File: src/hw/rtl/dmxr_pkg.sv
package dmxr_pkg;

  // Default number of DMX channels; slot 0 carries the start code.
  localparam int unsigned CHANNELS_DEF = 512;

  localparam int unsigned FUNC_W    = 3;
  localparam int unsigned BYTE_W    = 8;
  localparam int unsigned CHAN_W    = 10;
  localparam int unsigned FRAMES_W  = 32;
  localparam int unsigned TICKS_W   = 16;
  localparam int unsigned APB_DW    = 32;
  localparam int unsigned APB_AW    = 3;

  localparam logic [TICKS_W-1:0] TIMEOUT_RESET = 16'd500;
  localparam logic [TICKS_W-1:0] TICKS_MAX     = 16'hFFFF;

  // Register index, taken from the word address of the APB port.
  localparam logic [0:0] REG_HEALTH_TIMEOUT = 1'b0;

  // Line event codes; codes above FUNC_TICK change nothing.
  localparam logic [FUNC_W-1:0] FUNC_BYTE  = 3'd0;
  localparam logic [FUNC_W-1:0] FUNC_BREAK = 3'd1;
  localparam logic [FUNC_W-1:0] FUNC_ERROR = 3'd2;
  localparam logic [FUNC_W-1:0] FUNC_READ  = 3'd3;
  localparam logic [FUNC_W-1:0] FUNC_TICK  = 3'd4;

  typedef enum logic [1:0] {
    MODE_IDLE  = 2'd0,
    MODE_BREAK = 2'd1,
    MODE_DATA  = 2'd2
  } mode_e;

  // Status of one item, carried from the state update to the output stage.
  typedef struct packed {
    logic                rd_hit;
    logic                healthy;
    logic [FRAMES_W-1:0] frame_count;
    mode_e               rx_mode;
  } meta_t;

endpackage

File: src/hw/rtl/dmxr_if.sv


interface dmxr_out_if;
  import dmxr_pkg::*;

  logic                valid;
  logic                ready;
  logic [BYTE_W-1:0]   read_data;
  logic                healthy;
  logic [FRAMES_W-1:0] frame_count;
  logic [1:0]          rx_mode;

  modport source (output valid, read_data, healthy, frame_count, rx_mode, input ready);
  modport sink   (input valid, read_data, healthy, frame_count, rx_mode, output ready);
endinterface

File: src/hw/rtl/dmxr_ostage.sv
module dmxr_ostage (
  input  logic                         clk_i,
  input  logic                         rst_ni,
  input  logic                         load_i,
  input  dmxr_pkg::meta_t              meta_i,
  input  logic [dmxr_pkg::BYTE_W-1:0]  rdata_i,
  output logic                         in_ready_o,
  dmxr_out_if.source                   out_o
);
  import dmxr_pkg::*;

  logic                s1_v_q, s1_v_d;
  meta_t               s1_meta_q;
  logic                s2_v_q, s2_v_d;
  logic [BYTE_W-1:0]   rd_q;
  logic                hl_q;
  logic [FRAMES_W-1:0] fc_q;
  mode_e               md_q;
  logic                s2_free;
  logic                s1_go;

  // Stage 1 waits on the store read; stage 2 is the output register.
  assign s2_free    = !s2_v_q || out_o.ready;
  assign s1_go      = s1_v_q && s2_free;
  assign in_ready_o = !s1_v_q || s2_free;

  always_comb begin
    s1_v_d = s1_v_q;
    if (load_i) begin
      s1_v_d = 1'b1;
    end else if (s1_go) begin
      s1_v_d = 1'b0;
    end
    s2_v_d = s2_v_q;
    if (s1_go) begin
      s2_v_d = 1'b1;
    end else if (out_o.ready) begin
      s2_v_d = 1'b0;
    end
  end

  always_ff @(posedge clk_i or negedge rst_ni) begin
    if (!rst_ni) begin
      s1_v_q <= 1'b0;
      s2_v_q <= 1'b0;
    end else begin
      s1_v_q <= s1_v_d;
      s2_v_q <= s2_v_d;
    end
  end

  always_ff @(posedge clk_i) begin
    if (load_i) begin
      s1_meta_q <= meta_i;
    end
    if (s1_go) begin
      rd_q <= s1_meta_q.rd_hit ? rdata_i : '0;
      hl_q <= s1_meta_q.healthy;
      fc_q <= s1_meta_q.frame_count;
      md_q <= s1_meta_q.rx_mode;
    end
  end

  assign out_o.valid       = s2_v_q;
  assign out_o.read_data   = rd_q;
  assign out_o.healthy     = hl_q;
  assign out_o.frame_count = fc_q;
  assign out_o.rx_mode     = md_q;

endmodule

File: src/flat_wrapper.sv
// flat-port wrapper written by rule: the top's interface ports become plain ports
module dmxr_ostage_flat import dmxr_pkg::*;
  (clk_i, rst_ni, load_i, meta_i, rdata_i, in_ready_o, out_o_valid, out_o_read_data, out_o_healthy, out_o_frame_count, out_o_rx_mode, out_o_ready);
  dmxr_out_if out_o_i ();
  input  logic clk_i;
  input  logic rst_ni;
  input  logic load_i;
  input  dmxr_pkg::meta_t meta_i;
  input  logic [dmxr_pkg::BYTE_W-1:0] rdata_i;
  output logic in_ready_o;
  output wire logic [$bits(out_o_i.valid)-1:0] out_o_valid;
  output wire logic [$bits(out_o_i.read_data)-1:0] out_o_read_data;
  output wire logic [$bits(out_o_i.healthy)-1:0] out_o_healthy;
  output wire logic [$bits(out_o_i.frame_count)-1:0] out_o_frame_count;
  output wire logic [$bits(out_o_i.rx_mode)-1:0] out_o_rx_mode;
  input wire logic [$bits(out_o_i.ready)-1:0] out_o_ready;
  assign out_o_valid = out_o_i.valid;
  assign out_o_read_data = out_o_i.read_data;
  assign out_o_healthy = out_o_i.healthy;
  assign out_o_frame_count = out_o_i.frame_count;
  assign out_o_rx_mode = out_o_i.rx_mode;
  assign out_o_i.ready = out_o_ready;
  dmxr_ostage u_core (.clk_i(clk_i), .rst_ni(rst_ni), .load_i(load_i), .meta_i(meta_i), .rdata_i(rdata_i), .in_ready_o(in_ready_o), .out_o(out_o_i));
endmodule
File: config.mk
export PLATFORM = sky130hd
export DESIGN_NAME = dmxr_ostage_flat
export DESIGN_NICKNAME = d
export VERILOG_FILES = /design/src/hw/rtl/dmxr_pkg.sv /design/src/hw/rtl/dmxr_if.sv /design/src/hw/rtl/dmxr_ostage.sv /design/src/flat_wrapper.sv
export SDC_FILE = /design/constraint.sdc
export NUM_CORES = 1
export LEC_CHECK = 0
export BUFFER_PORTS_ARGS = -buffer_cell sky130_fd_sc_hd__buf_2
export CELL_PAD_IN_SITES_DETAIL_PLACEMENT = 1
export CELL_PAD_IN_SITES_GLOBAL_PLACEMENT = 2
export CORE_MARGIN = 3
export CORE_UTILIZATION = 37
export DETAILED_ROUTE_END_ITERATION = 8
export PLACE_DENSITY_LB_ADDON = 0.1
export SYNTH_ARGS = -nofsm -noshare
export SYNTH_HDL_FRONTEND = slang
export SYNTH_SLANG_ARGS = --single-unit
File: constraint.sdc
create_clock -name clk_i -period 3.6 [get_ports clk_i]
set_input_delay 0.36 -clock clk_i [delete_from_list [all_inputs] [get_ports clk_i]]
set_output_delay 0.36 -clock clk_i [all_outputs]
set_load 0.01 [all_outputs]
==> out/qor.yml <==
status:
  run_status: "complete, no violations"
finish:
  final_cell_area_um2: 3240
  final_nets: 247
  drive_above_1_share_pct: 52.5
  syn2layout_area_growth_pct: 29.1
  num_antenna_cells: 0
route:
  finalWirelength_mm: 4.49
  first_iter_violations: 69
  routed_via_density: 4.37
  vias: 1229
  drt-pass1-iter-count: 4
  drc_errors: 0
  drtAntennaViolNets: 0
  drt-wirelength-per-cell_um: 16.0
timing:
  setup_violations: 0
  tightest_slew_ns: 0.981
  post-route-period-util_pct: 46.8
  maxSlewViolCount: 0
  relSlewSlack_pct: 34.6
  layout_min_cycle_time_ns: 1.69
  max_freq_mhz: 593
  hold_viol: 0
  rsz0062_at_grt: "false"
  fin_tns_setup_ns: 0
  skew_ns: 0.00631
synth:
  synthArstFlopShare_pct: 2.47
  synth-compound-area-share_pct: 0.299
  synth_fa_ha_area_share_pct: 0
  synth_edf_count: 79
  synth.avg_cell_area_um2: 26.4
  synth_area_leader_cell: "edfxtp_1"
  ys_types: 7
  synth-seq-cells: 81
  yosys-top-cells-count: "edfxtp_1, and2_1, dfrtp_1, nand2b_1"
  yosys.area_share.simple_pct: 3.14
  netlist_area_um2: 2510
  yosysTopAreaCellShare_pct: 94.6
  ys_warn_count: 0
  muxShareOfSynthArea_pct: 0
  synth_cells: 95
  synth_top_family_by_area: "simple AND/OR/NAND/NOR gates"
  synthesis.nets: 143
  synth_flop_cell: "edfxtp_1"
  yosys.cell_count.top_type: "edfxtp_1"
  ys_seq_area_share_pct: 96.6
  ys_top_cells_by_area: "edfxtp_1, and2_1, dfrtp_1, nand2b_1, a21o_1"
  synth-xor-area-share_pct: 0
worst_setup_path:
  cp.required_ns: 3.56
  worstPathArrival_ns: 1.64
  end_kind: "flip-flop"
  ff2ff_setup_slack_ns: 1.91
  critPathLaunchType: "flip-flop"
  timing.critical_path.fanout_max: 43
  path_class: "reg -> reg"
die:
  die_h_um: 88.3
  die-area_um2: 7800
  rows: 29
  die_w_um: 88.3
  core-area_um2: 6460
  io_pins: 93
  start_util_pct: 38.8
global_routing:
  grt-ovfl-total: 0
  antenna_found_initial: 0
  grt_pass1_wl_mm: 6.79
  grt_start_max_net_pins: 44
  first_global_vias: 1331
  track_usage_pct: 12.4
placement:
  place.gp.congestion: 0.684
  port_buffers: 92
  place_area_um2: 3070
power:
  ir_drop_mv: 0.198
  p_per_area_nw_per_um2: 562
  p_total_mw: 1.82
  leakagePower_nw: 1.27
flow_run:
  cap_violations: 0
clocking:
  htreeDepth: 3
  cts_setup_buffers: 0
  clock_latency_ns: 0.33
  numCtsBuffers: 9
  cts.sinks: 81
  clkTransAtPathRegs_ns: 0.08
  root_buffer: "clkbuf_8"
  tritoncts: "built"
  clk_path_buf_depth: 2
worst_hold_path:
  hp-class: "in -> reg"
repair_timing:
item / CTS / global route
endpoints found under the hold margin: 2 / 0
gates resized for setup: 0 / 0
hold buffers: 1 / 0
area by class of cell:
| class | instances | area (um2) |
|---|---|---|
| multi-input combinational | 14 | 87.6 |
| sequential | 81 | 2420 |
| tap | 77 | 96.3 |
| fill | 631 | 3220 |
| clock buffer | 9 | 124 |
| timing repair buffer | 93 | 470 |
| clock inverter | 7 | 37.5 |
metal layers:
layer / vias to the layer above / routed length, um / GRT usage (%) / share of wire [%]
met3: 6 / 372 / 4.75 / 8.3
met2: 62 / 2280 / 20.1 / 51
met5: - / 0 / 0 / 0
li1: 578 / - / - / -
met1: 583 / 1770 / 14.0 / 39
met4: 0 / 72 / 7.01 / 1.6
stage by stage:
step	setup WS, ns	utilization [%]	hold WS [ns]	instances
2_1_floorplan	1.65	-	0.0644	95
3_3_place_gp	1.87	47.5	0.144	264
3_5_place_dp	1.78	47.5	0.150	264
4_1_cts	1.86	50.1	0.171	281
5_1_grt	1.73	50.1	0.165	281
6_report	1.91	50.1	0.194	281
sequential cells by signal, indices dropped and copies added (netlist names):
register,cells
u_core.s1_v_q,1
u_core.out_o.healthy,1
u_core.out_o.frame_count,32
u_core.out_o.read_data,8
u_core.s1_meta_q,36
u_core.out_o.rx_mode,2
u_core.out_o.valid,1
kinds of logic after synthesis:
kind of cell,Yosys count
flip-flops,81
AND/OR/NAND/NOR,13
AO/OA/AOI/OAI,1
where the power goes:
group,internal (mW),switching (mW),total [mW]
logic,0.0494,0.0704,0.120
registers,1.13,0.0212,1.15
clock network,0.242,0.309,0.551
cells in the final DEF, fill, tap and decap left out:
cell	count
and2_2	1
buf_2	92
edfxtp_1	79
dfrtp_1	2
a21o_1	1
clkinv_2	3
clkinv_1	2
and2_1	8
dlygate4sd3_1	1
nor2b_1	1
nand2b_1	2
clkbuf_8	9
nand2_1	1
clkinvlp_4	2
worst paths after layout:
check	start	end	cells after the start
min in group asynchronous	rst_ni	u_core.s1_v_q$_DFFE_PN0P_	2
max reg2reg	u_core.out_o.valid$_DFFE_PN0P_	u_core.out_o.read_data[3]$_SDFFCE_PN0P_	2
min	meta_i[12]	u_core.s1_meta_q[12]$_DFFE_PP_	1
max in group asynchronous	rst_ni	u_core.out_o.valid$_DFFE_PN0P_	2
max	u_core.out_o.valid$_DFFE_PN0P_	u_core.out_o.read_data[3]$_SDFFCE_PN0P_	2
min reg2reg	u_core.s1_meta_q[11]$_DFFE_PP_	u_core.out_o.frame_count[9]$_DFFE_PP_	0
critical path, cell delays in order, from the launching register on:
cell      delay [ns]
dfrtp_1         0.40
nand2b_1        0.09
and2_2          0.80
No activity file was read; power rests on OpenSTA's default activity.
