[config.mk]
export PLATFORM = sky130hd
export DESIGN_NAME = dmxr_ram
export DESIGN_NICKNAME = d
export VERILOG_FILES = /design/src/hw/rtl/dmxr_ram.sv
export SDC_FILE = /design/constraint.sdc
export NUM_CORES = 2
export LEC_CHECK = 0
export BUFFER_PORTS_ARGS = -buffer_cell sky130_fd_sc_hd__buf_2
export CORE_ASPECT_RATIO = 1.75
export CORE_UTILIZATION = 55
export DETAILED_ROUTE_END_ITERATION = 8
export MAX_ROUTING_LAYER = met4
export PLACE_DENSITY = 0.68
export SLEW_MARGIN = 10
export SYNTH_ARGS = -nofsm -noshare
export SYNTH_HDL_FRONTEND = slang
export SYNTH_MEMORY_MAX_BITS = 65536
export SYNTH_SLANG_ARGS = --single-unit
[constraint.sdc]
create_clock -name clk_i -period 3.3 [get_ports clk_i]
set_clock_uncertainty 0.1 [all_clocks]
set_input_delay 0.33 -clock clk_i [delete_from_list [all_inputs] [get_ports clk_i]]
set_output_delay 0.33 -clock clk_i [all_outputs]
set_load 0.02 [all_outputs]
[src/hw/rtl/dmxr_ram.sv]
module dmxr_ram #(
  parameter int unsigned WIDTH = 8,
  parameter int unsigned DEPTH = 513
) (
  input  logic                     clk_i,
  input  logic                     we_i,
  input  logic [$clog2(DEPTH)-1:0] waddr_i,
  input  logic [WIDTH-1:0]         wdata_i,
  input  logic                     re_i,
  input  logic [$clog2(DEPTH)-1:0] raddr_i,
  output logic [WIDTH-1:0]         rdata_o
);

  logic [WIDTH-1:0] mem_q [DEPTH];
  logic [WIDTH-1:0] rdata_q;

  always_ff @(posedge clk_i) begin
    if (we_i) begin
      mem_q[waddr_i] <= wdata_i;
    end
    if (re_i) begin
      rdata_q <= mem_q[raddr_i];
    end
  end

  assign rdata_o = rdata_q;

endmodule

==> impl_results.html <==
<table>
<tr><th>Metric</th><th>Value</th></tr>
<tr><th colspan="2">Status</th></tr>
<tr><td>Result of the run</td><td>finished with violations</td></tr>
<tr><td>Violations in the final reports</td><td>design-rule violations</td></tr>
<tr><th colspan="2">Critical path</th></tr>
<tr><td>Cells along the critical path</td><td>mux4_2 &gt; mux2i_1 &gt; buf_4 &gt; o22ai_1 &gt; nor4_1 &gt; and3_1 &gt; buf_4 &gt; o41a_1 &gt; o32ai_1</td></tr>
<tr><td>Destination of the worst register-to-register timing path</td><td>rdata_o[0]</td></tr>
<tr><td>Kind of end point of the critical path</td><td>register</td></tr>
<tr><td>Worst Path Max Fanout</td><td>1</td></tr>
<tr><td>WS Path Type</td><td>register to register</td></tr>
<tr><td>Worst setup SP type</td><td>register</td></tr>
<tr><td>Critical path arrival</td><td>3710 ps</td></tr>
<tr><td>Reg-to-reg setup timing slack</td><td>150 ps</td></tr>
<tr><td>Count of cells along the worst register-to-register path</td><td>9</td></tr>
<tr><td>Most prevalent standard cell on the critical path</td><td>sky130_fd_sc_hd__buf_4</td></tr>
<tr><td>Required time at the endpoint of the critical path</td><td>3860 ps</td></tr>
<tr><td>Worst flop-to-flop path startpoint</td><td>mem_q[136][0]</td></tr>
<tr><td>Peak per-stage delay on the critical path</td><td>820 ps</td></tr>
<tr><td>Cell type of the slowest stage on the worst timing path</td><td>sky130_fd_sc_hd__nor4_1</td></tr>
<tr><th colspan="2">Global routing</th></tr>
<tr><td>Antenna violations before repair</td><td>33</td></tr>
<tr><td>Pin count of the biggest net entering global routing</td><td>120</td></tr>
<tr><td>Vias in the first global route</td><td>84000</td></tr>
<tr><td>Overall Global Routing Usage</td><td>0.3217</td></tr>
<tr><td>Congestion Overflow GR</td><td>0</td></tr>
<tr><td>Wire length of the first global-routing pass</td><td>635.7 mm</td></tr>
<tr><th colspan="2">STA</th></tr>
<tr><td>Number of failing setup endpoints in the final timing report</td><td>0</td></tr>
<tr><td>Min Clock Period, post-route</td><td>3148 ps</td></tr>
<tr><td>Achievable Freq</td><td>317.7 MHz</td></tr>
<tr><td>Max-slew violation count</td><td>0</td></tr>
<tr><td>RSZ-0062 raised after global routing</td><td>false</td></tr>
<tr><td>Final count of hold timing violations</td><td>0</td></tr>
<tr><td>Remaining max-slew budget at the tightest pin</td><td>0.05201</td></tr>
<tr><td>Transition time of the tightest slew-check pin</td><td>1411 ps</td></tr>
<tr><td>Post-route fraction of the period consumed by the critical path</td><td>0.9538</td></tr>
<tr><th colspan="2">Floorplanning</th></tr>
<tr><td>Placement row count</td><td>261</td></tr>
<tr><td>Core area</td><td>289000 µm²</td></tr>
<tr><td>Chip width</td><td>409.5 µm</td></tr>
<tr><td>Top-level port count</td><td>39</td></tr>
<tr><td>Starting density of the core</td><td>0.5530</td></tr>
<tr><td>Die height</td><td>715.1 µm</td></tr>
<tr><td>Die ar.</td><td>292800 µm²</td></tr>
<tr><th colspan="2">Clock tree</th></tr>
<tr><td>TritonCTS clock tree</td><td>done</td></tr>
<tr><td>Clock Latency Late Sink</td><td>930 ps</td></tr>
<tr><td>CTS root buf</td><td>sky130_fd_sc_hd__clkbuf_16</td></tr>
<tr><td>Number of buffers added by the clock tree synthesis step</td><td>356</td></tr>
<tr><td>Buffer depth of the longest clock path</td><td>4</td></tr>
<tr><td>Post-CTS setup-driven buffer insertion count</td><td>0</td></tr>
<tr><td>Clock-pin transition on the worst setup and hold timing paths</td><td>70 ps</td></tr>
<tr><td>Clk sinks</td><td>4112</td></tr>
<tr><td>Htree depth</td><td>5</td></tr>
<tr><th colspan="2">Routing</th></tr>
<tr><td>Number of vias per cell</td><td>6.554</td></tr>
<tr><td>Detailed-router iteration count before antenna repair</td><td>9</td></tr>
<tr><td>Final WL</td><td>453.4 mm</td></tr>
<tr><td>Starting DRT DRC Count</td><td>10840</td></tr>
<tr><td>Total vias in the final route</td><td>81980</td></tr>
<tr><td>Antenna viol nets, final</td><td>0</td></tr>
<tr><td>DRC Markers</td><td>18</td></tr>
<tr><td>Routed length per placed instance</td><td>36.25 µm</td></tr>
<tr><th colspan="2">Synthesis</th></tr>
<tr><td>Sequential share of the synthesized area</td><td>0.7726</td></tr>
<tr><td>Number of flops mapped to enable cells by yosys</td><td>4112</td></tr>
<tr><td>Post-synth net total</td><td>7256</td></tr>
<tr><td>Post-Syn Area</td><td>159800 µm²</td></tr>
<tr><td>Gate count of the mapped netlist</td><td>7225</td></tr>
<tr><td>Asr flop ratio synth</td><td>0</td></tr>
<tr><td>Synth Area per Inst</td><td>22.12 µm²</td></tr>
<tr><td>Count of unique library cells instantiated by Yosys</td><td>71</td></tr>
<tr><td>Primary FF master, synth</td><td>sky130_fd_sc_hd__edfxtp_1</td></tr>
<tr><td>Warning count from the yosys run</td><td>0</td></tr>
<tr><td>Number of register bits inferred by synthesis</td><td>4112</td></tr>
<tr><th colspan="2">Placement</th></tr>
<tr><td>Number of buffers inserted by port buffering</td><td>38</td></tr>
<tr><td>Post-placement cell area</td><td>173300 µm²</td></tr>
<tr><td>Post-detail-place hpwl</td><td>302.5 mm</td></tr>
<tr><td>Final estimated routing congestion in global placement</td><td>0.9411</td></tr>
<tr><th colspan="2">Final layout</th></tr>
<tr><td>Synthesis-to-finish area growth</td><td>15.87%</td></tr>
<tr><td>Proportion of layout cells with a drive suffix above 1</td><td>0.3389</td></tr>
<tr><td>Final standard cell area without fillers</td><td>185200 µm²</td></tr>
<tr><td>Highest-count cells in the layout ignoring fill and taps</td><td>4112 x sky130_fd_sc_hd__edfxtp_1, 1106 x sky130_fd_sc_hd__mux4_2, 1063 x sky130_fd_sc_hd__buf_4, 553 x sky130_fd_sc_hd__nor2_1, 366 x sky130_fd_sc_hd__clkbuf_16</td></tr>
<tr><td>Count of nets after finishing</td><td>8415</td></tr>
<tr><td>Most common cell after layout, fill and taps aside</td><td>sky130_fd_sc_hd__edfxtp_1</td></tr>
<tr><td>Filler Cell Count</td><td>18760</td></tr>
<tr><th colspan="2">Power and ir drop</th></tr>
<tr><td>Leakage power</td><td>59.48 nW</td></tr>
<tr><td>Total power divided by cell area</td><td>574.2 nW/µm²</td></tr>
<tr><td>Power, Total</td><td>106.3 mW</td></tr>
<tr><td>Peak supply drop</td><td>0.4583 mV</td></tr>
<tr><th colspan="2">Hold path</th></tr>
<tr><td>Worst hold path endpoint</td><td>mem_q[128][5]</td></tr>
<tr><td>Class of the tightest hold or removal check</td><td>primary input to register</td></tr>
<tr><td>Hold Path Depth</td><td>4</td></tr>
<tr><td>Start point of the worst min-delay path</td><td>waddr_i[0]</td></tr>
<tr><th colspan="2">Flow run</th></tr>
<tr><td>Max-cap violations</td><td>0</td></tr>
</table>
sequential cells by signal (all words and copies together), names as in the netlist:
name and count:
rdata_o 8, mem_q 4104
what timing repair did:
action,CTS,global route
hold buffers,13,0
hold endpoints to repair,466,0
setup endpoints to repair,1,0
gates resized for setup,1,0
synth_stat cells (14+ instances only):
cell type	n	share of area
sky130_fd_sc_hd__o22ai_1	75	0.0029
sky130_fd_sc_hd__edfxtp_1	4112	0.77
sky130_fd_sc_hd__nand2b_1	15	0.00059
sky130_fd_sc_hd__mux2_2	20	0.0014
sky130_fd_sc_hd__a21oi_1	45	0.0014
sky130_fd_sc_hd__buf_4	58	0.0027
sky130_fd_sc_hd__nand3_1	65	0.0020
sky130_fd_sc_hd__buf_2	122	0.0038
sky130_fd_sc_hd__and3_1	14	0.00055
sky130_fd_sc_hd__mux4_2	1106	0.16
sky130_fd_sc_hd__a22oi_1	24	0.0011
sky130_fd_sc_hd__o21ai_0	17	0.00053
sky130_fd_sc_hd__nand2_1	222	0.0052
sky130_fd_sc_hd__mux2i_1	196	0.012
sky130_fd_sc_hd__a31oi_1	18	0.00070
sky130_fd_sc_hd__a211oi_1	33	0.0016
sky130_fd_sc_hd__nor3_1	23	0.00072
sky130_fd_sc_hd__buf_6	59	0.0042
sky130_fd_sc_hd__o221ai_1	21	0.0012
sky130_fd_sc_hd__nor2b_1	27	0.0011
sky130_fd_sc_hd__nor2_1	556	0.013
sky130_fd_sc_hd__clkbuf_1	177	0.0042
sky130_fd_sc_hd__buf_1	29	0.00068
sky130_fd_sc_hd__a221oi_1	17	0.00093
how the worst max path moves through the flow:
| stage | slack (ps) | depth (start not counted) | from | to |
|---|---|---|---|---|
| floorplan | 310 | 10 | raddr_i[0] | rdata_o[0] |
| global route | 120 | 8 | mem_q[130][5] | rdata_o[5] |
| finish | 150 | 9 | mem_q[136][0] | rdata_o[0] |
| CTS | 140 | 9 | mem_q[136][0] | rdata_o[0] |
| detailed placement | -830 | 9 | raddr_i[0] | rdata_o[7] |
| global placement | -890 | 11 | raddr_i[1] | rdata_o[5] |
layout make-up:
cell class / instances / area (µm²) / area share
Clock buffer: 416 / 9346 / 0.05047
Clock inverter: 218 / 2330 / 0.01258
Multi-Input combinational cell: 2654 / 33930 / 0.1832
Timing Repair Buffer: 1253 / 11210 / 0.06051
Tap cell: 3813 / 4771 / 0.02576
Inverter: 7 / 43.79 / 0.0002365
Sequential cell: 4112 / 123500 / 0.6667
Antenna cell: 36 / 90.09 / 0.0004864
worst max-delay path, delay by kind of cell, from the launching register on:
| family | cells | cell delay (ps) |
|---|---|---|
| DFF | 1 | 400 |
| and+or+nand+nor | 2 | 1110 |
| muxes | 2 | 600 |
| AOI/OAI and AO/OA | 3 | 440 |
| buffers and inverters | 2 | 260 |
stage by stage:
| step | hold WS [ps] | instances | TNS [ps] | setup slack, ps | utilization |
|---|---|---|---|---|---|
| finish | 89.67 | 12510 | 0 | 152.4 | 0.6408 |
| global route | 92.01 | 12500 | 0 | 115.8 | 0.6408 |
| CTS | 28.98 | 12470 | 0 | 140.3 | 0.6405 |
| detailed placement | 428.9 | 11830 | -5024 | -831.3 | 0.5996 |
| global placement | 427.4 | 11830 | -5307 | -888.5 | 0.5996 |
| floorplan | 328.9 | 7225 | 0 | 307.5 | - |
cells by family after synthesis:
| group | Yosys count | share of synthesized area |
|---|---|---|
| flops | 4112 | 0.7726 |
| simple gates | 984 | 0.02586 |
| compound gates | 344 | 0.01534 |
| mux | 1326 | 0.1698 |
| buf+inv | 459 | 0.01642 |
power breakdown:
part           total (mW)  internal, mW  switching (mW)
clock                42.7          23.9            18.8
sequential           57.5          57.5          0.0316
combinational        6.17          2.43            3.74
total                 106          83.7            22.6
routing by layer:
layer / vias to the layer above / track usage / wire (µm)
met5: - / - / 0
met4: 0 / 0.1926 / 31640
met3: 1120 / 0.05492 / 40330
met2: 4727 / 0.5348 / 235000
met1: 43470 / 0.3668 / 146400
li1: 32670 / - / -
Power figures use the tool's default switching activity.
