[src/hw/rtl/dmxr_pkg.sv]
package dmxr_pkg;

  // Default number of DMX channels; slot 0 carries the start code.
  localparam int unsigned CHANNELS_DEF = 512;

  localparam int unsigned FUNC_W    = 3;
  localparam int unsigned BYTE_W    = 8;
  localparam int unsigned CHAN_W    = 10;
  localparam int unsigned FRAMES_W  = 32;
  localparam int unsigned TICKS_W   = 16;
  localparam int unsigned APB_DW    = 32;
  localparam int unsigned APB_AW    = 3;

  localparam logic [TICKS_W-1:0] TIMEOUT_RESET = 16'd500;
  localparam logic [TICKS_W-1:0] TICKS_MAX     = 16'hFFFF;

  // Register index, taken from the word address of the APB port.
  localparam logic [0:0] REG_HEALTH_TIMEOUT = 1'b0;

  // Line event codes; codes above FUNC_TICK change nothing.
  localparam logic [FUNC_W-1:0] FUNC_BYTE  = 3'd0;
  localparam logic [FUNC_W-1:0] FUNC_BREAK = 3'd1;
  localparam logic [FUNC_W-1:0] FUNC_ERROR = 3'd2;
  localparam logic [FUNC_W-1:0] FUNC_READ  = 3'd3;
  localparam logic [FUNC_W-1:0] FUNC_TICK  = 3'd4;

  typedef enum logic [1:0] {
    MODE_IDLE  = 2'd0,
    MODE_BREAK = 2'd1,
    MODE_DATA  = 2'd2
  } mode_e;

  // Status of one item, carried from the state update to the output stage.
  typedef struct packed {
    logic                rd_hit;
    logic                healthy;
    logic [FRAMES_W-1:0] frame_count;
    mode_e               rx_mode;
  } meta_t;

endpackage

[src/hw/rtl/dmxr_ctrl.sv]
module dmxr_ctrl #(
  parameter int unsigned CHANNELS = dmxr_pkg::CHANNELS_DEF
) (
  input  logic                               clk_i,
  input  logic                               rst_ni,
  input  logic                               acc_i,
  input  logic [dmxr_pkg::FUNC_W-1:0]        func_i,
  input  logic [dmxr_pkg::BYTE_W-1:0]        rx_byte_i,
  input  logic [dmxr_pkg::CHAN_W-1:0]        channel_i,
  input  logic [dmxr_pkg::TICKS_W-1:0]       timeout_i,
  output dmxr_pkg::meta_t                    meta_o,
  output logic                               we_o,
  output logic [$clog2(CHANNELS+1)-1:0]      waddr_o,
  output logic [dmxr_pkg::BYTE_W-1:0]        wdata_o,
  output logic                               re_o,
  output logic [$clog2(CHANNELS+1)-1:0]      raddr_o
);
  import dmxr_pkg::*;

  localparam int unsigned SLOTS = CHANNELS + 1;
  localparam int unsigned AW    = $clog2(SLOTS);
  localparam int unsigned SW    = $clog2(SLOTS + 1);

  mode_e                mode_q, mode_d;
  logic [SW-1:0]        slot_q, slot_d;
  logic [SW-1:0]        hi_q, hi_d;     // written prefix of the store
  logic [FRAMES_W-1:0]  frames_q, frames_d;
  logic [TICKS_W-1:0]   ticks_q, ticks_d;

  logic                 is_byte;
  logic                 start;
  logic [SW-1:0]        slot_base;
  logic [SW-1:0]        slot_inc;
  logic [CHAN_W-1:0]    ch_cl;

  assign is_byte = acc_i && (func_i == FUNC_BYTE);
  assign start   = is_byte && (mode_q == MODE_BREAK) && (rx_byte_i == '0);

  // Next mode
  always_comb begin
    mode_d = mode_q;
    if (acc_i) begin
      unique case (func_i)
        FUNC_BYTE: begin
          if (mode_q == MODE_BREAK) begin
            mode_d = (rx_byte_i == '0) ? MODE_DATA : MODE_IDLE;
          end
        end
        FUNC_BREAK: mode_d = MODE_BREAK;
        FUNC_ERROR: mode_d = MODE_IDLE;
        default:    mode_d = mode_q;
      endcase
    end
  end

  // Slot, counters and store access
  always_comb begin
    slot_base = start ? '0 : slot_q;
    slot_inc  = SW'(slot_base + 1'b1);
    we_o      = is_byte && (mode_d == MODE_DATA) && (slot_base < SW'(SLOTS));
    slot_d    = we_o ? slot_inc : slot_base;
    hi_d      = (we_o && (slot_inc > hi_q)) ? slot_inc : hi_q;
    frames_d  = start ? FRAMES_W'(frames_q + 1'b1) : frames_q;
    ticks_d   = ticks_q;
    if (start) begin
      ticks_d = '0;
    end else if (acc_i && (func_i == FUNC_TICK) && (ticks_q != TICKS_MAX)) begin
      ticks_d = TICKS_W'(ticks_q + 1'b1);
    end
    waddr_o = slot_base[AW-1:0];
    wdata_o = rx_byte_i;

    // Clamp the channel into 1..CHANNELS
    if (channel_i == '0) begin
      ch_cl = CHAN_W'(1);
    end else if (channel_i > CHAN_W'(CHANNELS)) begin
      ch_cl = CHAN_W'(CHANNELS);
    end else begin
      ch_cl = channel_i;
    end
    re_o    = acc_i && (func_i == FUNC_READ);
    raddr_o = ch_cl[AW-1:0];
  end

  // Result status
  always_comb begin
    meta_o.rd_hit      = (func_i == FUNC_READ) && (ch_cl < CHAN_W'(hi_q));
    meta_o.healthy     = ticks_d < timeout_i;
    meta_o.frame_count = frames_d;
    meta_o.rx_mode     = mode_d;
  end

  always_ff @(posedge clk_i or negedge rst_ni) begin
    if (!rst_ni) begin
      mode_q   <= MODE_IDLE;
      slot_q   <= '0;
      hi_q     <= '0;
      frames_q <= '0;
      ticks_q  <= '0;
    end else begin
      mode_q   <= mode_d;
      slot_q   <= slot_d;
      hi_q     <= hi_d;
      frames_q <= frames_d;
      ticks_q  <= ticks_d;
    end
  end

  a_slot_within_prefix: assert property (@(posedge clk_i) disable iff (!rst_ni)
    slot_q <= hi_q) else $error("slot address beyond written prefix");

  a_prefix_bound: assert property (@(posedge clk_i) disable iff (!rst_ni)
    hi_q <= SW'(SLOTS)) else $error("written prefix beyond store");

  a_write_in_data: assert property (@(posedge clk_i) disable iff (!rst_ni)
    we_o |=> mode_q == MODE_DATA) else $error("store written outside a frame");

  a_tick_counts: assert property (@(posedge clk_i) disable iff (!rst_ni)
    acc_i && (func_i == FUNC_TICK) && (ticks_q != TICKS_MAX)
    |=> ticks_q == TICKS_W'($past(ticks_q) + 1'b1)) else $error("tick not counted");

endmodule

[config.mk]
export PLATFORM = sky130hd
export DESIGN_NAME = dmxr_ctrl
export DESIGN_NICKNAME = d
export VERILOG_FILES = /design/src/hw/rtl/dmxr_pkg.sv /design/src/hw/rtl/dmxr_ctrl.sv
export SDC_FILE = /design/constraint.sdc
export NUM_CORES = 1
export LEC_CHECK = 0
export BUFFER_PORTS_ARGS = -buffer_cell sky130_fd_sc_hd__clkbuf_2
export CAP_MARGIN = 20
export CORE_ASPECT_RATIO = 1.1
export CORE_UTILIZATION = 55
export CTS_BUF_LIST = sky130_fd_sc_hd__clkbuf_4 sky130_fd_sc_hd__clkbuf_8 sky130_fd_sc_hd__clkbuf_16
export DETAILED_ROUTE_END_ITERATION = 8
export PLACE_DENSITY = 0.81
export SYNTH_ARGS = -nofsm -noshare
export SYNTH_HDL_FRONTEND = slang
export SYNTH_SLANG_ARGS = --single-unit
[constraint.sdc]
create_clock -name clk_i -period 5.34 [get_ports clk_i]
set_input_delay 1.068 -clock clk_i [delete_from_list [all_inputs] [get_ports clk_i]]
set_output_delay 1.068 -clock clk_i [all_outputs]
set_load 0.1 [all_outputs]
==> impl_results.md, run 1 <==
* TritonRoute pass-1 iters at 7
* Commonest non-fill, non-tap cells in the layout: clkbuf_2, dfrtp_1, nor2_1, nand2_1, ha_1
* FF+latch count, synth at 70
* Post-synthesis sequential area ratio at 39.1%
* Share of layout cells above drive strength 1 at between 20% and 30%
* Top FF cell, synth: dfrtp_1
* Hold crit path type: register to register
* GRT Overall Usage at between 20% and 30%
* Hpwl dp at around 7.6 mm
* CTS sink cnt at 70
* Area Growth Syn to Fin at 19.7%
* Max Slew Vio Count at 0
* Final setup vio count at 0
* Crit Path Max Fanout at 33
* Fraction of power spent switching nets at a little under a third
* CTS tree: yes
* Crit Path Class: input port to primary output
* Row count at 34
* Startpoint types: input port
* Post-CTS Setup Bufs at 0
* Placeable Area at between 0.007 and 0.008 mm2
* Post-CTS Hold Buffers at 0
* CTS buffer count at 9
* Commonest non-fill, non-tap cell in the layout: clkbuf_2
* Chip height at 96.7 um
* Largest net degree at the start of global routing at 38
* Placer Congestion at 0.829
* Starting DRC count in detailed routing at between 100 and 150
* First-pass GRT wire length at around 17 mm
* Net Count, Synth at 542
* Clock power frac at ~36%
* Vias at between 3000 and 4000
* Initial Util at between 50 and 60%
* Cells resized by post-CTS repair at 0
* Final hold vios at 0
* RSZ-0062 raised after global routing: no
* DR DRC count at 0
* Post-synth EDFFs at 0
* Final wirelength at roughly 9.9 mm
* Final antenna-violating net count at 0
* Die Wd at between 80 and 90 um
* Max H-tree Level at 3
* IO buf count at about 110
* Die ar. at approximately 0.0085 mm2
* Fin area at between 0.005 and 0.006 mm2
* Sequential power share at a little under half
* Yosys synthesis warning count at 0
* Sw Pwr at slightly below 0.0004 W
* Worst Setup End Kind: primary output
* Placed cell area at 0.00516 mm2
* IO Pins at 106
* Post-placement cell count at roughly 670
* NumNets Final at about 650
* Worst slew pin tran at about 0.8 ns
* Synth async-reset ratio at 100%
* Grt total ovfl at 0
* Fin crit share at between 90 and 100%
* Clock-pin slew on the worst setup and hold paths at around 0.080 ns
* Clock latency on the worst-skew pair at roughly 0.36 ns
* Clock Skew at 0.0143 ns
* Vias in the first global route at 3738
* Maximum resistive drop on vdd at 0.124 mV
* Maxcap violations at 0
* Synth Instances at 465
* Vias per cell at about 5.4
* Worst Path Required at 4.27 ns
* Fill cell count at between 600 and 700
* Number of inserted diodes at 0
* Max_slew headroom at a little under half
* Finished Layout Cells at 683
* Clk root buf: clkbuf_8
* WL per Instance at ~15 um
* CTS Buffer Depth at 2
* Yosys cell types at 54
* Cell leakage power at roughly 2.8 nW
* P_int at between 0.0008 and 0.0009 W
* Achievable frequency at 0.201 GHz
* Worst endpoint data arrival time at ~3.9 ns
* Fraction of power consumed by combinational cells at approximately 17%
* Reg-to-reg slack, setup at 1.80 ns
* P per Cell Area at approximately 230 mW/mm2
* Mean Syn Cell Area at ~9.6 um2
* Mapped Area at about 0.0045 mm2
* Status: finished clean
* Initial antenna violation count at 0
* Fin crit period at 4.98 ns
* Fin Setup TNS at 0 ns
power groups by stage:
stage / clock network, W / logic, W / registers, W
final: 0.000445 / 0.000213 / 0.000567
after global routing: 0.000476 / 0.000231 / 0.000568
after CTS: 0.000453 / 0.000214 / 0.000566
after detailed placement: 0 / 0.000211 / 0.000575
after global placement: 0 / 0.000205 / 0.000574
after floorplan: 0 / 0.000158 / 0.000570
metrics by stage:
step                      util [%]  worst slack [ns]  power (W)  hold slack [ns]
after global placement        65.2             0.415   0.000779            0.467
final                         67.8             0.361    0.00122            0.482
after detailed placement      65.2             0.344   0.000787            0.464
after floorplan                  -             0.182   0.000729            0.481
after global routing          67.8             0.148    0.00127            0.509
after CTS                     67.8             0.289    0.00123            0.487
cell usage after synthesis (2+ instances only):
cell type	instances	area share (%)
a211oi_1	4	0.67
ha_1	37	10
o211ai_1	3	0.50
nor2b_1	11	1.5
o21ai_0	10	1.1
nor4b_2	3	1.0
nor3_1	6	0.67
a21oi_1	10	1.1
mux2_2	4	1.0
inv_1	36	3.0
nand2b_1	3	0.42
nor4_1	7	0.98
nand4_1	22	3.1
nand3_1	17	1.9
xnor2_1	27	5.3
mux2_4	9	3.0
a21o_1	5	0.84
and3_1	7	0.98
dfrtp_1	70	39
nor2_1	51	4.3
buf_4	8	1.3
nand2_1	39	3.3
clkbuf_1	4	0.33
and2_2	2	0.33
and4_1	7	1.4
xor2_1	30	5.9
and2_1	6	0.84
cell families after synthesis:
logic type                 share of synthesized area (%)
and+or+nand+nor                                     22.4
buffers and inverters                               5.14
xor gates and xnor gates                            11.8
muxes                                               4.02
adders and majority gates                           10.3
DFF                                                 39.1
AOI/OAI and AO/OA                                   7.31
final timing paths:
| kind | from | to | cells past startpoint |
|---|---|---|---|
| setup / recovery | func_i[2] | meta_o[34] | 14 |
| hold / removal | frames_q[31]$_DFF_PN0_ | frames_q[31]$_DFF_PN0_ | 1 |
| setup reg to reg | mode_q[1]$_DFF_PN0_ | hi_q[9]$_DFFE_PN0P_ | 11 |
| hold reg to reg | frames_q[31]$_DFF_PN0_ | frames_q[31]$_DFF_PN0_ | 1 |
| max in group asynchronous | rst_ni | hi_q[8]$_DFFE_PN0P_ | 2 |
| min in group asynchronous | rst_ni | hi_q[6]$_DFFE_PN0P_ | 1 |
worst max-delay path: stages:
cell	delay [ns]
clkbuf_2	0.15
nor4b_1	0.31
nand4b_1	0.21
nor4_4	0.17
buf_4	0.36
nor2_1	0.12
ha_1	0.31
a21oi_1	0.15
nor2b_1	0.05
o21ai_0	0.16
o211ai_1	0.11
a221o_1	0.39
a21oi_4	0.15
buf_12	0.19
routing by layer:
metal,vias up,wire (um),part of all wire [%],track usage (%)
li1,1814,-,-,-
met1,1753,4350,44,31.2
met2,94,5030,51,43.0
met3,19,384,3.9,4.44
met4,0,187,1.9,10.2
met5,-,0,0,0
sequential cells by signal, summed over array words and instances (netlist names):
register	count
hi_q	10
mode_q	2
slot_q	10
ticks_q	16
frames_q	32
cell type report:
cell class                      instances  area [um2]  share of cell area [%]
Multi-Input combinational cell        344        2550                    47.5
Sequential cell                        70        1750                    32.6
Timing Repair Buffer                  109         591                    11.0
Clock buffer                           10         138                    2.56
Inverter                               36         135                    2.52
Tap cell                              108         135                    2.52
Clock inverter                          6        68.8                    1.28
Note: power is estimated with default switching activity, not from simulation.
==> inputs of run 2 (changes only) <==
==> constraint.sdc (replaced) <==
create_clock -name clk_i -period 5.5 [get_ports clk_i]
set_input_delay 1.1 -clock clk_i [delete_from_list [all_inputs] [get_ports clk_i]]
set_output_delay 1.1 -clock clk_i [all_outputs]
set_load 0.1 [all_outputs]
==> impl_results.md, run 2 (synthesis gave the netlist of run 1 again) <==
* Initial antenna violation count at 0
* Die Wd at a little under 90 um
* Crit Path Max Fanout at 5
* Die ar. at 0.00852 mm2
* Maxcap violations at 0
* P per Cell Area at 209 mW/mm2
* Number of inserted diodes at 0
* CTS Buffer Depth at 2
* Worst endpoint data arrival time at around 4.0 ns
* CP cell instances: clkbuf_2, nor2_1, nand3_1, nor4_1, nand2_1, xor2_1, nor2_1, ha_1, a21o_1, a21oi_1, o211ai_1, a221o_1, a21oi_2, buf_12
* Post-CTS Setup Bufs at 0
* Clock Skew at between 0.01 and 0.015 ns
* Crit Path Class: input port to primary output
* Fill cell count at around 700
* Final hold vios at 0
* CTS tree: yes
* Tot Pwr at 0.00111 W
* Startpoint types: input port
* Critical-path top delay cell: nor4_1
* Placer Congestion at ~0.83
* Vias per cell at around 5.4
* Max Slew Vio Count at 0
* IO Pins at between 100 and 150
* Clock latency on the worst-skew pair at roughly 0.35 ns
* Clk root buf: clkbuf_8
* Slowest stage delay, CP at 0.57 ns
* Worst Path Buf+Inv at 2
* Max H-tree Level at 3
* Placeable Area at approximately 0.0079 mm2
* Commonest non-fill, non-tap cells in the layout: clkbuf_2, dfrtp_1, nor2_1, nand2_1, ha_1
* Starting DRC count in detailed routing at roughly 160
* Chip height at just under 100 um
* Worst slew pin tran at slightly below 0.7 ns
* IO buf count at 105
* TritonRoute pass-1 iters at 8
* Final antenna-violating net count at 0
* Hold crit path type: register to register
* Commonest non-fill, non-tap cell in the layout: clkbuf_2
* CTS buffer count at 9
* NumNets Final at between 600 and 700
* Achievable frequency at between 0.15 and 0.2 GHz
* Vias at between 3000 and 4000
* Worst Path Required at between 4 and 5 ns
* First-pass GRT wire length at around 16 mm
* WL per Instance at 14.3 um
* Crit-path most repeated cell: nor2_1
* Post-placement cell count at 668
* Share of layout cells above drive strength 1 at a little over a quarter
* Fin crit period at ~5.1 ns
* CP delay by family, top: simple AND/OR/NAND/NOR gates
* Clock-pin slew on the worst setup and hold paths at 0.07 ns
* Finished Layout Cells at roughly 680
* Fin crit share at approximately 93%
* CTS sink cnt at 70
* Max_slew headroom at a little over half
* Cell leakage power at 2.81 nW
* Regs by FF count: frames_q (32), ticks_q (16)
* Worst Setup End Kind: primary output
* Post-CTS Hold Buffers at 0
* Maximum resistive drop on vdd at about 0.13 mV
* Area of the multi-input gates at 0.00252 mm2
* Hpwl dp at a little under 8 mm
* Final wirelength at just under 10 mm
* GRT Overall Usage at between 20% and 30%
* Row count at 34
* Failing checks: design-rule violations
* Status: complete, but fails checks
* Initial Util at roughly 57%
* Grt total ovfl at 0
* Top reg by flops: frames_q
* Final setup vio count at 0
* Max reg flops at 32
* DR DRC count at 2
* Cells resized by post-CTS repair at 0
* RSZ-0062 raised after global routing: no
* Area Growth Syn to Fin at 18.1%
* FF/Latch Area at roughly 0.0018 mm2
* Vias in the first global route at 3629
* Largest net degree at the start of global routing at between 50 and 60
-- run 2: changes by cell type in the layout (fill, tap and decap cells not counted), sizes merged --
cell and change:
clkbuf +1, bufinv -1, buf -1, clkinvlp +1
-- run 2: area by class of cell --
| class | instances | share of cell area, % |
|---|---|---|
| flip-flops and latches | 70 | 33.1 |
| clock inverters | 6 | 0.732 |
| inverters | 36 | 2.55 |
| multi-input cells | 344 | 47.6 |
| repair buffers | 110 | 11.2 |
| well taps | 108 | 2.55 |
| clock buffers | 9 | 2.34 |
-- run 2: worst paths after layout --
kind	from	to	slack [ns]	cells after the start
max	func_i[1]	meta_o[34]	0.37	14
min in group asynchronous	rst_ni	frames_q[29]$_DFF_PN0_	0.66	1
max reg2reg	mode_q[0]$_DFF_PN0_	hi_q[7]$_DFFE_PN0P_	1.92	12
min	frames_q[31]$_DFF_PN0_	frames_q[31]$_DFF_PN0_	0.47	1
min reg2reg	frames_q[31]$_DFF_PN0_	frames_q[31]$_DFF_PN0_	0.47	1
max in group asynchronous	rst_ni	ticks_q[9]$_DFF_PN0_	3.82	2
-- run 2: through the flow --
step	hold slack [ns]	setup TNS (ns)	setup slack, ns	utilization [%]	cell area (um2)
2_1_floorplan	0.481	-0.456	-0.456	-	4490
6_report	0.472	0	0.372	66.9	5300
5_1_grt	0.487	0	0.138	66.9	5300
3_3_place_gp	0.462	0	0.449	64.9	5130
4_1_cts	0.481	0	0.324	66.9	5300
3_5_place_dp	0.471	0	0.333	64.9	5130
-- run 2: per-layer routing --
| layer | track usage [%] | vias up | share of wire, % |
|---|---|---|---|
| li1 | - | 1832 | - |
| met1 | 30.3 | 1785 | 43 |
| met2 | 41.4 | 77 | 52 |
| met3 | 3.50 | 12 | 3.0 |
| met4 | 9.31 | 0 | 1.8 |
| met5 | 0 | - | 0 |
-- run 2: where the power goes --
group | leakage, nW | internal [W] | switching [W]
Sequential | 0.941 | 0.000530 | 0.0000186
Combinational | 1.79 | 0.0000580 | 0.000146
Clock | 0.0813 | 0.000160 | 0.000194
Total | 2.81 | 0.000748 | 0.000359
==> inputs of run 3 (changes only) <==
--- a/config.mk
+++ b/config.mk
@@ -5,6 +5,7 @@
 export SDC_FILE = /design/constraint.sdc
 export NUM_CORES = 1
 export LEC_CHECK = 0
+export ABC_AREA = 1
 export BUFFER_PORTS_ARGS = -buffer_cell sky130_fd_sc_hd__clkbuf_2
 export CAP_MARGIN = 20
 export CORE_ASPECT_RATIO = 1.1
==> impl_results.md, run 3 <==
* Post-synth EDFFs at 0
* Final setup vio count at 0
* Maximum resistive drop on vdd at roughly 0.15 mV
* Cell leakage power at between 3 and 4 nW
* Post-synthesis sequential area ratio at about 36%
* Startpoint types: input port
* CTS sink cnt at 70
* Top post-synthesis cells by count: nand2_1, inv_1, dfrtp_1, nor2_1, ha_1
* Hold Worst Slack at 0.484 ns
* Cells resized by post-CTS repair at 0
* Worst Setup EP: meta_o[34]
* Share of layout cells above drive strength 1 at about 22%
* Vias in the first global route at about 4400
* Synth area leader: dfrtp_1
* Mean Syn Cell Area at 7.37 um2
* Synth Instances at 661
* Initial antenna violation count at 0
* R2R Path Start: mode_q[1]$_DFF_PN0_
* CTS Buffer Depth at 2
* Max H-tree Level at 3
* Commonest non-fill, non-tap cells in the layout: nand2_1, inv_1, clkbuf_2, dfrtp_1, nor2_1
* Post-Place Worst Slack at 0.442 ns
* Fin area at around 0.0057 mm2
* Area share of the largest cell type after synthesis at between 30% and 40%
* Count leader, synth: nand2_1
* Yosys cell types at 34
* Clock latency on the worst-skew pair at roughly 0.35 ns
* Status: finished clean
* Post-CTS Setup Bufs at 0
* RSZ-0062 raised after global routing: no
* Worst endpoint data arrival time at between 3 and 4 ns
* Max reg flops at 32
* Die ar. at just over 0.009 mm2
* Fin Setup TNS at 0 ns
* Crit Path Max Fanout at 9
* Tot Pwr at 0.00116 W
* Clock Skew at about 0.010 ns
* Worst Reg-to-Reg Cells at 19
* Max Slew Vio Count at 0
* Clock-pin slew on the worst setup and hold paths at 0.07 ns
* Die Wd at 91.7 um
* Initial Util at a little under three fifths
* P per Cell Area at around 200 mW/mm2
* Synth Area in Simple Gates at between 30% and 40%
* Multiplexer share of the synthesized area at 0%
* Net Count, Synth at 738
* Maxcap violations at 0
* Vias per cell at around 5.3
* Worst Min Path Start: hi_q[3]$_DFFE_PN0P_
* CTS buffer count at 9
* Slowest stage delay, CP at 0.47 ns
* Hold crit path type: register to register
* Post-Synth XOR/XNOR Area at approximately 6.7%
* Chip height at between 100 and 150 um
* Top reg by flops: frames_q
* Regs by FF count: frames_q (32), ticks_q (16)
* NumNets Final at between 800 and 900
* Mapped Area at between 0.004 and 0.005 mm2
* Achievable frequency at approximately 0.2 GHz
* Worst slew pin tran at between 0.7 and 0.8 ns
* Placer Congestion at 0.888
* Worst Setup End Kind: primary output
* Yosys synthesis warning count at 0
* CP startpoint: func_i[2]
* IO Pins at 106
* Vias at around 4600
* Final antenna-violating net count at 0
* Worst setup margin at roughly 0.44 ns
* Worst reg2reg endpoint: hi_q[9]$_DFFE_PN0P_
* FF+latch count, synth at 70
* Critical-path top delay cell: clkbuf_2
* Clk root buf: clkbuf_8
* Post-CTS Hold Buffers at 0
* Reg-to-reg slack, setup at around 2 ns
* Commonest non-fill, non-tap cell in the layout: nand2_1
* CTS tree: yes
* Grt total ovfl at 0
* Worst Path Required at between 4 and 5 ns
* Row count at 35
* CP cell instances: clkbuf_2, inv_1, nor3_2, o21ai_2, nor3_2, nand2_1, inv_2, nand2_2, nor3b_1, nor3_1, ha_1, nand2_1, nor2_1, a211oi_1, o221ai_1, a21oi_1, clkbuf_2
* Final wirelength at between 10 and 15 mm
* DR DRC count at 0
* Largest family of logic cells by synthesized area: simple AND/OR/NAND/NOR gates
* Largest net degree at the start of global routing at 60
* Top post-synthesis cells by area: dfrtp_1, nand2_1, ha_1
* Fin crit period at approximately 5 ns
* Compound-gate portion of the synthesized area at under 10%
* Number of inserted diodes at 0
* Top FF cell, synth: dfrtp_1
* GRT Overall Usage at 26.7%
* Hpwl dp at 9.27 mm
* TritonRoute pass-1 iters at 5
* Final hold vios at 0
* Placed cell area at ~0.0055 mm2
* Max_slew headroom at roughly half
* WL per Instance at ~13 um
* Starting DRC count in detailed routing at roughly 160
* Crit Path Class: input port to primary output
* Area Growth Syn to Fin at 16.2%
* First-pass GRT wire length at around 20 mm
* Synth async-reset ratio at between 90% and 100%
* Placeable Area at approximately 0.0085 mm2
* Hold path depth at 2
* Fin crit share at approximately nine tenths
* IO buf count at 105
* Post-Synth Adder-Cell Area at a little under a tenth
-- run 3: cell count changes in the layout (fill, tap and decap cells not counted), moves of 8 or more --
cell     previous run  this run
nand2_1            39       181
inv_1              36       108
nor3_1              6        21
nor2_2              0        12
xnor2_1            27        15
a21oi_1             9        20
o21ai_0            10        20
mux2_4              9         0
nor2b_1             9         0
inv_2               0         8
xor2_1             30        22
-- run 3: metrics by stage --
stage	util (%)	std cells
6_report	66.6	883
5_1_grt	66.6	883
4_1_cts	66.6	883
3_5_place_dp	64.6	867
3_3_place_gp	64.6	867
2_1_floorplan	-	661
-- run 3: worst max-delay path: cells and delay by family --
kind / cells / cell delay, ns
adders and majority gates: 1 / 0.29
buffers and inverters: 4 / 0.80
and+or+nand+nor: 8 / 1.11
AOI/OAI and AO/OA: 4 / 0.65
-- run 3: per-layer routing --
metal / part of all wire (%) / global-route usage (%)
met1: 44 / 34.9
met2: 48 / 45.1
met3: 5.8 / 4.00
met4: 2.6 / 10.5
met5: 0 / 0
-- run 3: how the worst min path moves through the flow --
| stage | end |
|---|---|
| finish | hi_q[3]$_DFFE_PN0P_ |
| global route | frames_q[31]$_DFF_PN0_ |
| CTS | hi_q[2]$_DFFE_PN0P_ |
| detailed placement | hi_q[2]$_DFFE_PN0P_ |
| global placement | hi_q[1]$_DFFE_PN0P_ |
| floorplan | hi_q[6]$_DFFE_PN0P_ |
-- run 3: report_power, final --
| group | total, W | internal [W] | switching [W] | leakage (nW) |
|---|---|---|---|---|
| Sequential | 0.000553 | 0.000534 | 0.0000193 | 0.918 |
| Combinational | 0.000243 | 0.0000663 | 0.000176 | 2.23 |
| Clock | 0.000369 | 0.000164 | 0.000205 | 0.0816 |
| Total | 0.00116 | 0.000764 | 0.000401 | 3.23 |
-- run 3: final cells by class --
class / count / area [um2]
inverters: 116 / 435
fillers: 737 / 2840
clock inverters: 7 / 50.0
well taps: 111 / 139
clock buffers: 9 / 124
repair buffers: 109 / 556
multi-input cells: 461 / 2610
flip-flops and latches: 70 / 1750
-- run 3: cell families after synthesis --
| family | Yosys count |
|---|---|
| adder cells (fa/ha/maj) | 37 |
| XOR/XNOR | 37 |
| AO/OA/AOI/OAI | 57 |
| buffers and inverters | 130 |
| AND/OR/NAND/NOR | 330 |
| flip-flops | 70 |
